## src/dsld_pkg.sv

```systemverilog
package dsld_pkg;

    localparam logic [7:0] LEAD_RST  = 8'hAA;
    localparam logic [7:0] START_RST = 8'hBB;
    localparam logic [7:0] END_RST   = 8'hCC;

    // config register indexes
    localparam logic [1:0] REG_LEAD  = 2'd0;
    localparam logic [1:0] REG_START = 2'd1;
    localparam logic [1:0] REG_END   = 2'd2;

    typedef enum logic [7:0] {
        PH_HUNT      = 8'b0000_0001,
        PH_START     = 8'b0000_0010,
        PH_LEN_HI    = 8'b0000_0100,
        PH_LEN_LO    = 8'b0000_1000,
        PH_PAYLOAD   = 8'b0001_0000,
        PH_LRC       = 8'b0010_0000,
        PH_TRAIL_LD  = 8'b0100_0000,
        PH_TRAIL_END = 8'b1000_0000
    } t_phase;

    typedef enum logic [1:0] {
        KIND_DATA   = 2'd0,
        KIND_GOOD   = 2'd1,
        KIND_BADLRC = 2'd2,
        KIND_BADTRL = 2'd3
    } t_kind;

    typedef struct packed {
        logic       we;
        logic [1:0] idx;
        logic [7:0] wdata;
    } t_cfg_wr;

    typedef struct packed {
        t_kind       kind;
        logic [7:0]  data;
        logic [15:0] frame_length;
    } t_result;

    // handshake between the parser and the output buffer
    typedef struct packed {
        logic    push;
        t_result res;
    } t_push;

endpackage

```

## src/dsld_if.sv

```systemverilog
interface dsld_rx_if;
    logic       valid;
    logic       ready;
    logic [7:0] rx_byte;

    modport source (output valid, output rx_byte, input ready);
    modport sink   (input valid, input rx_byte, output ready);
endinterface

interface dsld_res_if;
    logic        valid;
    logic        ready;
    logic [1:0]  kind;
    logic [7:0]  data;
    logic [15:0] frame_length;

    modport source (output valid, output kind, output data, output frame_length,
                    input ready);
    modport sink   (input valid, input kind, input data, input frame_length,
                    output ready);
endinterface

```

## src/dsld_core.sv

```systemverilog
module dsld_core (
    input  logic              i_clk,
    input  logic              i_rst_n,
    input  dsld_pkg::t_cfg_wr i_cfg,
    input  logic              i_valid,
    input  logic [7:0]        i_byte,
    output logic              o_ready,
    input  logic              i_space,
    output dsld_pkg::t_push   o_push
);
    import dsld_pkg::*;

    logic [7:0]  r_lead, r_start, r_end;
    logic        r_in_vld;
    logic [7:0]  r_in_byte;
    t_phase      r_phase, n_phase;
    logic [15:0] r_payload_len, n_payload_len;
    logic [15:0] r_bytes_seen, n_bytes_seen;
    logic [7:0]  r_xor, n_xor;
    logic        r_mismatch, n_mismatch;
    logic        adv;
    logic [15:0] seen_inc;

    // byte in the input register is consumed when the buffer has room
    assign adv     = r_in_vld && i_space;
    assign o_ready = !r_in_vld || i_space;
    assign seen_inc = r_bytes_seen + 16'd1;

    always_ff @(posedge i_clk) begin
        if (!i_rst_n) begin
            r_lead  <= LEAD_RST;
            r_start <= START_RST;
            r_end   <= END_RST;
        end else if (i_cfg.we) begin
            unique case (i_cfg.idx)
                REG_LEAD:  r_lead  <= i_cfg.wdata;
                REG_START: r_start <= i_cfg.wdata;
                REG_END:   r_end   <= i_cfg.wdata;
                default:   ;
            endcase
        end
    end

    always_ff @(posedge i_clk) begin
        if (!i_rst_n) begin
            r_in_vld <= 1'b0;
        end else if (o_ready) begin
            r_in_vld <= i_valid;
        end
    end

    always_ff @(posedge i_clk) begin
        if (o_ready && i_valid) begin
            r_in_byte <= i_byte;
        end
    end

    always_comb begin
        n_phase       = r_phase;
        n_payload_len = r_payload_len;
        n_bytes_seen  = r_bytes_seen;
        n_xor         = r_xor;
        n_mismatch    = r_mismatch;
        o_push.push              = 1'b0;
        o_push.res.kind          = KIND_DATA;
        o_push.res.data          = 8'd0;
        o_push.res.frame_length  = r_payload_len;
        if (adv) begin
            unique case (r_phase)
                PH_HUNT: begin
                    if (r_in_byte == r_lead) n_phase = PH_START;
                end
                PH_START: begin
                    if (r_in_byte == r_start)     n_phase = PH_LEN_HI;
                    else if (r_in_byte != r_lead) n_phase = PH_HUNT;
                end
                PH_LEN_HI: begin
                    n_payload_len = {r_in_byte, 8'd0};
                    n_phase       = PH_LEN_LO;
                end
                PH_LEN_LO: begin
                    n_payload_len = {r_payload_len[15:8], r_in_byte};
                    n_bytes_seen  = 16'd0;
                    n_xor         = 8'd0;
                    n_mismatch    = 1'b0;
                    n_phase = (n_payload_len == 16'd0) ? PH_LRC : PH_PAYLOAD;
                end
                PH_PAYLOAD: begin
                    n_xor        = r_xor ^ r_in_byte;
                    n_bytes_seen = seen_inc;
                    if (seen_inc == r_payload_len) n_phase = PH_LRC;
                    o_push.push     = 1'b1;
                    o_push.res.data = r_in_byte;
                end
                PH_LRC: begin
                    n_mismatch = (r_in_byte != r_xor);
                    n_phase    = PH_TRAIL_LD;
                end
                PH_TRAIL_LD: begin
                    if (r_in_byte == r_lead) begin
                        n_phase = PH_TRAIL_END;
                    end else begin
                        n_phase         = PH_HUNT;
                        o_push.push     = 1'b1;
                        o_push.res.kind = KIND_BADTRL;
                    end
                end
                PH_TRAIL_END: begin
                    o_push.push = 1'b1;
                    if (r_in_byte == r_end) begin
                        n_phase         = PH_HUNT;
                        o_push.res.kind = r_mismatch ? KIND_BADLRC : KIND_GOOD;
                    end else begin
                        // a bad end byte equal to lead opens the next frame
                        n_phase = (r_in_byte == r_lead) ? PH_START : PH_HUNT;
                        o_push.res.kind = KIND_BADTRL;
                    end
                end
                default: n_phase = PH_HUNT;
            endcase
        end
    end

    always_ff @(posedge i_clk) begin
        if (!i_rst_n) begin
            r_phase       <= PH_HUNT;
            r_payload_len <= 16'd0;
            r_bytes_seen  <= 16'd0;
            r_xor         <= 8'd0;
            r_mismatch    <= 1'b0;
        end else begin
            r_phase       <= n_phase;
            r_payload_len <= n_payload_len;
            r_bytes_seen  <= n_bytes_seen;
            r_xor         <= n_xor;
            r_mismatch    <= n_mismatch;
        end
    end

`ifndef SYNTHESIS
    a_good_to_hunt: assert property (@(posedge i_clk) disable iff (!i_rst_n)
        (o_push.push && o_push.res.kind == KIND_GOOD) |=> r_phase == PH_HUNT)
        else $error("good verdict did not return to hunt");
    a_seen_bound: assert property (@(posedge i_clk) disable iff (!i_rst_n)
        r_phase == PH_PAYLOAD |-> r_bytes_seen < r_payload_len)
        else $error("payload count overran length");
    a_lrc_count: assert property (@(posedge i_clk) disable iff (!i_rst_n)
        (r_phase == PH_LRC && $past(r_phase) == PH_PAYLOAD)
        |-> r_bytes_seen == r_payload_len)
        else $error("left payload before length reached");
    a_push_space: assert property (@(posedge i_clk) disable iff (!i_rst_n)
        o_push.push |-> i_space)
        else $error("result pushed into full buffer");
`endif
endmodule

```

## src/dsld_obuf.sv

```systemverilog
module dsld_obuf (
    input  logic              i_clk,
    input  logic              i_rst_n,
    input  dsld_pkg::t_push   i_push,
    output logic              o_space,
    output logic              o_valid,
    input  logic              i_ready,
    output dsld_pkg::t_result o_res
);
    import dsld_pkg::*;

    t_result    r_mem [2];
    logic       r_wr_ptr, r_rd_ptr;
    logic [1:0] r_count;
    logic       pop;

    assign o_space = (r_count != 2'd2);
    assign o_valid = (r_count != 2'd0);
    assign pop     = o_valid && i_ready;
    assign o_res   = r_mem[r_rd_ptr];

    always_ff @(posedge i_clk) begin
        if (i_push.push) begin
            r_mem[r_wr_ptr] <= i_push.res;
        end
    end

    always_ff @(posedge i_clk) begin
        if (!i_rst_n) begin
            r_wr_ptr <= 1'b0;
            r_rd_ptr <= 1'b0;
            r_count  <= 2'd0;
        end else begin
            if (i_push.push) r_wr_ptr <= ~r_wr_ptr;
            if (pop)         r_rd_ptr <= ~r_rd_ptr;
            if (i_push.push && !pop)      r_count <= r_count + 2'd1;
            else if (!i_push.push && pop) r_count <= r_count - 2'd1;
        end
    end

`ifndef SYNTHESIS
    a_count_max: assert property (@(posedge i_clk) disable iff (!i_rst_n)
        r_count != 2'd3)
        else $error("buffer count out of range");
    a_push_pop: assert property (@(posedge i_clk) disable iff (!i_rst_n)
        (i_push.push && pop) |=> $stable(r_count))
        else $error("count moved on push with pop");
    a_ptr_count: assert property (@(posedge i_clk) disable iff (!i_rst_n)
        (r_count == 2'd0 || r_count == 2'd2) |-> r_wr_ptr == r_rd_ptr)
        else $error("pointers disagree with count");
`endif
endmodule

```

## src/dle_stx_lrc_deframer_unit.sv

```systemverilog
// Lead/start framed byte stream deframer with XOR LRC check.
// i_rx (sink): one received link byte per beat. o_res (source): one result
// beat per payload byte (kind = data) and one verdict beat per frame end
// (good, LRC mismatch, or bad trailer), frame_length from the header.
// Header, length and LRC bytes and hunt bytes produce no result beat.
// Config: write i_cfg_we with i_cfg_idx (0 lead, 1 start, 2 end byte) and
// i_cfg_wdata; write only while no bytes are in flight. Index 3 is ignored.
// A byte accepted from i_rx lands in the input register; once the output buffer
// has a free slot it is parsed and pushed into the 2-entry output buffer, and its
// result beat is then visible on o_res. Throughput is one byte per clock,
// limited only by the output buffer having a free slot.
// Downstream stall: the buffer fills with up to two result beats; once it is
// full the byte in the input register waits and i_rx.ready drops; no beat is
// lost or repeated.
// Reset (i_rst_n low, synchronous): frame state back to hunting, LRC and
// counters cleared, config registers to 0xAA/0xBB/0xCC, buffers emptied.
// Payload of a frame whose verdict is not good is to be dropped by the user.
module dle_stx_lrc_deframer_unit (
    input  logic       i_clk,
    input  logic       i_rst_n,
    dsld_rx_if.sink    i_rx,
    dsld_res_if.source o_res,
    input  logic       i_cfg_we,
    input  logic [1:0] i_cfg_idx,
    input  logic [7:0] i_cfg_wdata
);
    import dsld_pkg::*;

    t_cfg_wr cfg;
    t_push   push;
    t_result res;
    logic    space;

    assign cfg.we    = i_cfg_we;
    assign cfg.idx   = i_cfg_idx;
    assign cfg.wdata = i_cfg_wdata;

    dsld_core u_core (
        .i_clk   (i_clk),
        .i_rst_n (i_rst_n),
        .i_cfg   (cfg),
        .i_valid (i_rx.valid),
        .i_byte  (i_rx.rx_byte),
        .o_ready (i_rx.ready),
        .i_space (space),
        .o_push  (push)
    );

    dsld_obuf u_obuf (
        .i_clk   (i_clk),
        .i_rst_n (i_rst_n),
        .i_push  (push),
        .o_space (space),
        .o_valid (o_res.valid),
        .i_ready (o_res.ready),
        .o_res   (res)
    );

    // verdict beats carry zero data by construction in the parser
    assign o_res.kind         = res.kind;
    assign o_res.data         = res.data;
    assign o_res.frame_length = res.frame_length;

endmodule

```

## src/flat_wrapper.sv

```systemverilog
// flat-port wrapper written by rule: the top's interface ports become plain ports
module dle_stx_lrc_deframer_unit_flat import dsld_pkg::*;
  (i_clk, i_rst_n, i_cfg_we, i_cfg_idx, i_cfg_wdata, i_rx_valid, i_rx_rx_byte, i_rx_ready, o_res_valid, o_res_kind, o_res_data, o_res_frame_length, o_res_ready);
  dsld_rx_if i_rx_i ();
  dsld_res_if o_res_i ();
  input  logic i_clk;
  input  logic i_rst_n;
  input  logic i_cfg_we;
  input  logic [1:0] i_cfg_idx;
  input  logic [7:0] i_cfg_wdata;
  input wire logic [$bits(i_rx_i.valid)-1:0] i_rx_valid;
  input wire logic [$bits(i_rx_i.rx_byte)-1:0] i_rx_rx_byte;
  output wire logic [$bits(i_rx_i.ready)-1:0] i_rx_ready;
  output wire logic [$bits(o_res_i.valid)-1:0] o_res_valid;
  output wire logic [$bits(o_res_i.kind)-1:0] o_res_kind;
  output wire logic [$bits(o_res_i.data)-1:0] o_res_data;
  output wire logic [$bits(o_res_i.frame_length)-1:0] o_res_frame_length;
  input wire logic [$bits(o_res_i.ready)-1:0] o_res_ready;
  assign i_rx_i.valid = i_rx_valid;
  assign i_rx_i.rx_byte = i_rx_rx_byte;
  assign i_rx_ready = i_rx_i.ready;
  assign o_res_valid = o_res_i.valid;
  assign o_res_kind = o_res_i.kind;
  assign o_res_data = o_res_i.data;
  assign o_res_frame_length = o_res_i.frame_length;
  assign o_res_i.ready = o_res_ready;
  dle_stx_lrc_deframer_unit u_core (.i_clk(i_clk), .i_rst_n(i_rst_n), .i_rx(i_rx_i), .o_res(o_res_i), .i_cfg_we(i_cfg_we), .i_cfg_idx(i_cfg_idx), .i_cfg_wdata(i_cfg_wdata));
endmodule
```

## config.mk

```make
export PLATFORM = sky130hd
export DESIGN_NAME = dle_stx_lrc_deframer_unit_flat
export DESIGN_NICKNAME = d
export VERILOG_FILES = /design/src/dsld_pkg.sv /design/src/dsld_if.sv /design/src/dsld_core.sv /design/src/dsld_obuf.sv /design/src/dle_stx_lrc_deframer_unit.sv /design/src/flat_wrapper.sv
export SDC_FILE = /design/constraint.sdc
export NUM_CORES = 1
export LEC_CHECK = 0
export BUFFER_PORTS_ARGS = -buffer_cell sky130_fd_sc_hd__buf_2
export CAP_MARGIN = 40
export CORE_MARGIN = 2
export CORE_UTILIZATION = 60
export DETAILED_ROUTE_END_ITERATION = 6
export GPL_ROUTABILITY_DRIVEN = 0
export GPL_TIMING_DRIVEN = 0
export PLACE_DENSITY_LB_ADDON = 0.1
export REMOVE_ABC_BUFFERS = 1
export SYNTH_ARGS = -nofsm -noshare
export SYNTH_HDL_FRONTEND = slang
export SYNTH_SLANG_ARGS = --single-unit
```

## constraint.sdc

```tcl
create_clock -name i_clk -period 3.9 [get_ports i_clk]
set_input_delay 0.195 -clock i_clk [delete_from_list [all_inputs] [get_ports i_clk]]
set_output_delay 0.195 -clock i_clk [all_outputs]
set_load 0.1 [all_outputs]
```

==> results by group <==
Timing
  – Max Slew Vio Count: 0
  – Final hold slack: 41.85 ps
  – Clk_skew: 9.276 ps
  – Worst-margin pin slew: 866.3 ps
  – Period minus WS final: 3355 ps
  – Max Clock Freq: 0.2980 GHz
  – Final Cycle Share: 86.03%
  – # setup viols final: 0
  – Worst slew margin: 42.00%
  – Hold Vio Cnt, Final: 0
  – TNS Setup: 0 ps
  – Unrepaired setup endpoints after global routing: false

Yosys
  – Top-count cell post-synth: dfxtp_1
  – Post-synthesis cell type count: 56
  – YS warnings: 0
  – Mapped Area: 6554 µm²
  – Synth Area per Inst: 9.991 µm²
  – Top cells by area, synth: edfxtp_1 (27%), dfxtp_1 (24%), xor2_1 (4.8%)
  – Post-synth top area share: 27.49%
  – Commonest cells in the synthesized netlist: dfxtp_1 (79), nand2_1 (66), edfxtp_1 (60), nor2_1 (58), a21oi_1 (45)
  – Sequential fraction of the synthesis area: 51.62%
  – Post-synth EDFFs: 60
  – Dominant cell type by area after synthesis: edfxtp_1
  – Syn Inst Count: 656
  – Post-synthesis async set-or-reset flop share: 0%
  – Register bit total from synthesis: 139
  – Synth Flop Type: dfxtp_1

Detailed routing
  – WL per Instance: 18.11 µm
  – Via count: 5,168
  – TritonRoute pass-1 iters: 5
  – Post-route DRC: 0
  – Via/cell ratio: 6.037
  – DRT Wirelength: 15,500 µm
  – Starting DRT DRC Count: 407
  – Routed Antenna Nets: 0

Die
  – FP Rows: 38
  – Die X: 108.5 µm
  – Initial Utilization: 60.99%
  – Num ports: 51
  – Die H: 108.5 µm
  – Core area: 10,750 µm²
  – Die area: 11,780 µm²

Final layout
  – Final Non-Filler Cells: 856
  – Ant. Diodes: 0
  – Layout cells sized above 1: 17.04%
  – Layout Nets: 728
  – Most flop-heavy register: u_core.u_obuf.r_mem
  – Finished Cell Area: 7696 µm²
  – P&R area growth vs syn: 17.43%
  – Largest regs: u_core.u_obuf.r_mem: 52 flops, u_core.u_core.r_bytes_seen: 16 flops, u_core.u_core.r_payload_len: 16 flops
  – Max FFs per register: 52
  – Fillers: 770

Hold path
  – Hold Crit Depth: 4
  – Hold_sp: o_res_ready
  – Hold/Removal Path Class: primary input to register

Power
  – Worst vdd ir: 0.0002628 V
  – Final total power: 0.003485 W
  – Pwr dens: 452.8 nW/µm²
  – LEAKAGE: 2.773 nW

Worst setup path
  – WP data arrival: 3580 ps
  – R2r startpoint: u_core.u_core.r_phase[3]$_SDFFE_PN0P_
  – Crit-path max cell delay: 750 ps
  – Crit path launch type: register
  – Critical Path Slowest Stage Cell: and4b_1
  – Worst Setup End Kind: register
  – Path depth of the worst reg2reg path: 6
  – CP max FO: 19
  – Worst r2r dst: u_core.u_obuf.r_mem[0][20]$_DFFE_PP_
  – Crit Path Category: register to register
  – Critical-path cell list: nor4_2 -> and4b_1 -> nor2_1 -> a21oi_1 -> nor2b_2 -> buf_8
  – Worst Path Required: 4130 ps
  – Worst R2R Setup Slack: 540 ps

Placed design
  – Detail Placement HPWL: 10,090 µm
  – IO Port Bufs: 50
  – Placed Area: 6887 µm²
  – Placed cell count: 807

GRT
  – Largest net degree at the start of global routing: 49
  – Grt ovf: 0
  – Number of global-route vias before repair: 4,950
  – Global-route wire length before repair: 24,630 µm
  – Met2 Track Usage GR: 47.14%
  – Layer with the highest usage: met2
  – Met1 Use GR: 34.98%
  – Grt met3 use: 5.666%
  – Tot GR Track Use: 27.81%
  – Antenna violations before repair: 0

Clock tree
  – Setup Buffers After CTS: 0
  – H-tree level count: 4
  – Num CTS Buffers: 17
  – Clock sinks: 139
  – Clk root buf: clkbuf_8
  – Maximum root-to-sink buffer count: 2
  – TritonCTS clock tree: built
  – Clk slew on worst S/H paths: 60 ps
  – Worst-skew pair later-pin latency: 530 ps

Status
  – Status: completed

Run
  – Max Cap Viol: 0
worst max-delay path, delay by kind of cell, from the launching register on:
family,cells,cell delay (ps)
AO/OA/AOI/OAI,1,360
buffers and inverters,1,270
flip-flops,1,410
AND/OR/NAND/NOR,4,2020
per-stage QoR:
stage                     setup WS [ps]  util [%]
after detailed placement          369.6     64.09
final                             544.6     71.62
after CTS                         367.7     71.57
after floorplan                   565.3         -
after global placement           -688.4     63.34
after global routing              256.0     71.62
timing repair:
action | CTS | global route
endpoints found under the setup margin | 0 | 17
hold buffers | 17 | 0
resized for setup | 0 | 1
hold endpoints to repair | 33 | 0
worst max path at each step:
stage                                     startpoint                                   end  slack (ps)  depth (start not counted)
2_1_floorplan  u_core.u_core.r_phase[3]$_SDFFE_PN0P_   u_core.u_obuf.r_mem[0][0]$_DFFE_PP_         570                          5
3_3_place_gp   u_core.u_core.r_phase[3]$_SDFFE_PN0P_  u_core.u_obuf.r_mem[0][11]$_DFFE_PP_        -690                          5
3_5_place_dp   u_core.u_core.r_phase[3]$_SDFFE_PN0P_   u_core.u_obuf.r_mem[0][9]$_DFFE_PP_         370                          6
4_1_cts        u_core.u_core.r_phase[3]$_SDFFE_PN0P_  u_core.u_obuf.r_mem[0][12]$_DFFE_PP_         370                          6
5_1_grt        u_core.u_core.r_phase[3]$_SDFFE_PN0P_  u_core.u_obuf.r_mem[0][16]$_DFFE_PP_         260                          6
6_report       u_core.u_core.r_phase[3]$_SDFFE_PN0P_  u_core.u_obuf.r_mem[0][20]$_DFFE_PP_         540                          6
logic make-up after synthesis:
group / count (synthesis) / share of synthesized area [%]
buffers and inverters: 53 / 3.150
adder cells (fa/ha/maj): 2 / 0.3818
flip-flops: 139 / 51.62
XOR/XNOR: 60 / 8.018
AO/OA/AOI/OAI: 111 / 10.27
multiplexers: 45 / 7.369
AND/OR/NAND/NOR: 246 / 19.19
metal layers:
metal / vias to the layer above / part of all wire (%)
met2: 217 / 50
met5: - / 0
met4: 0 / 1.8
li1: 2464 / -
met3: 24 / 6.8
met1: 2463 / 41
power by group:
part | leakage, nW | switching [W] | internal, W
clock network | 0.308 | 0.000617 | 0.00111
logic | 1.29 | 0.000127 | 0.0000708
registers | 1.17 | 0.0000332 | 0.00153
total | 2.77 | 0.000777 | 0.00271
layout make-up:
type                    instances  area, µm²  area share, %
flip-flops and latches        139       3383          43.96
multi-input cells             464       2978          38.69
repair buffers                 72      493.0          6.405
clock buffers                  19      421.7          5.479
clock inverters                13      211.5          2.748
well taps                     140      175.2          2.276
inverters                       9      33.78         0.4390
cell usage in the layout (no fill, tap or decap), types with 19 or more instances in the layout:
| cell | netlist | final |
|---|---|---|
| nand3_1 | 26 | 26 |
| mux2i_1 | 19 | 19 |
| xor2_1 | 36 | 36 |
| a21oi_1 | 45 | 45 |
| o21ai_0 | 27 | 27 |
| nor2_1 | 58 | 58 |
| xnor2_1 | 24 | 24 |
| buf_2 | 6 | 50 |
| mux2_2 | 26 | 26 |
| edfxtp_1 | 60 | 60 |
| nand2_1 | 66 | 66 |
| dfxtp_1 | 79 | 79 |
Note: power is estimated with default switching activity, not from simulation.
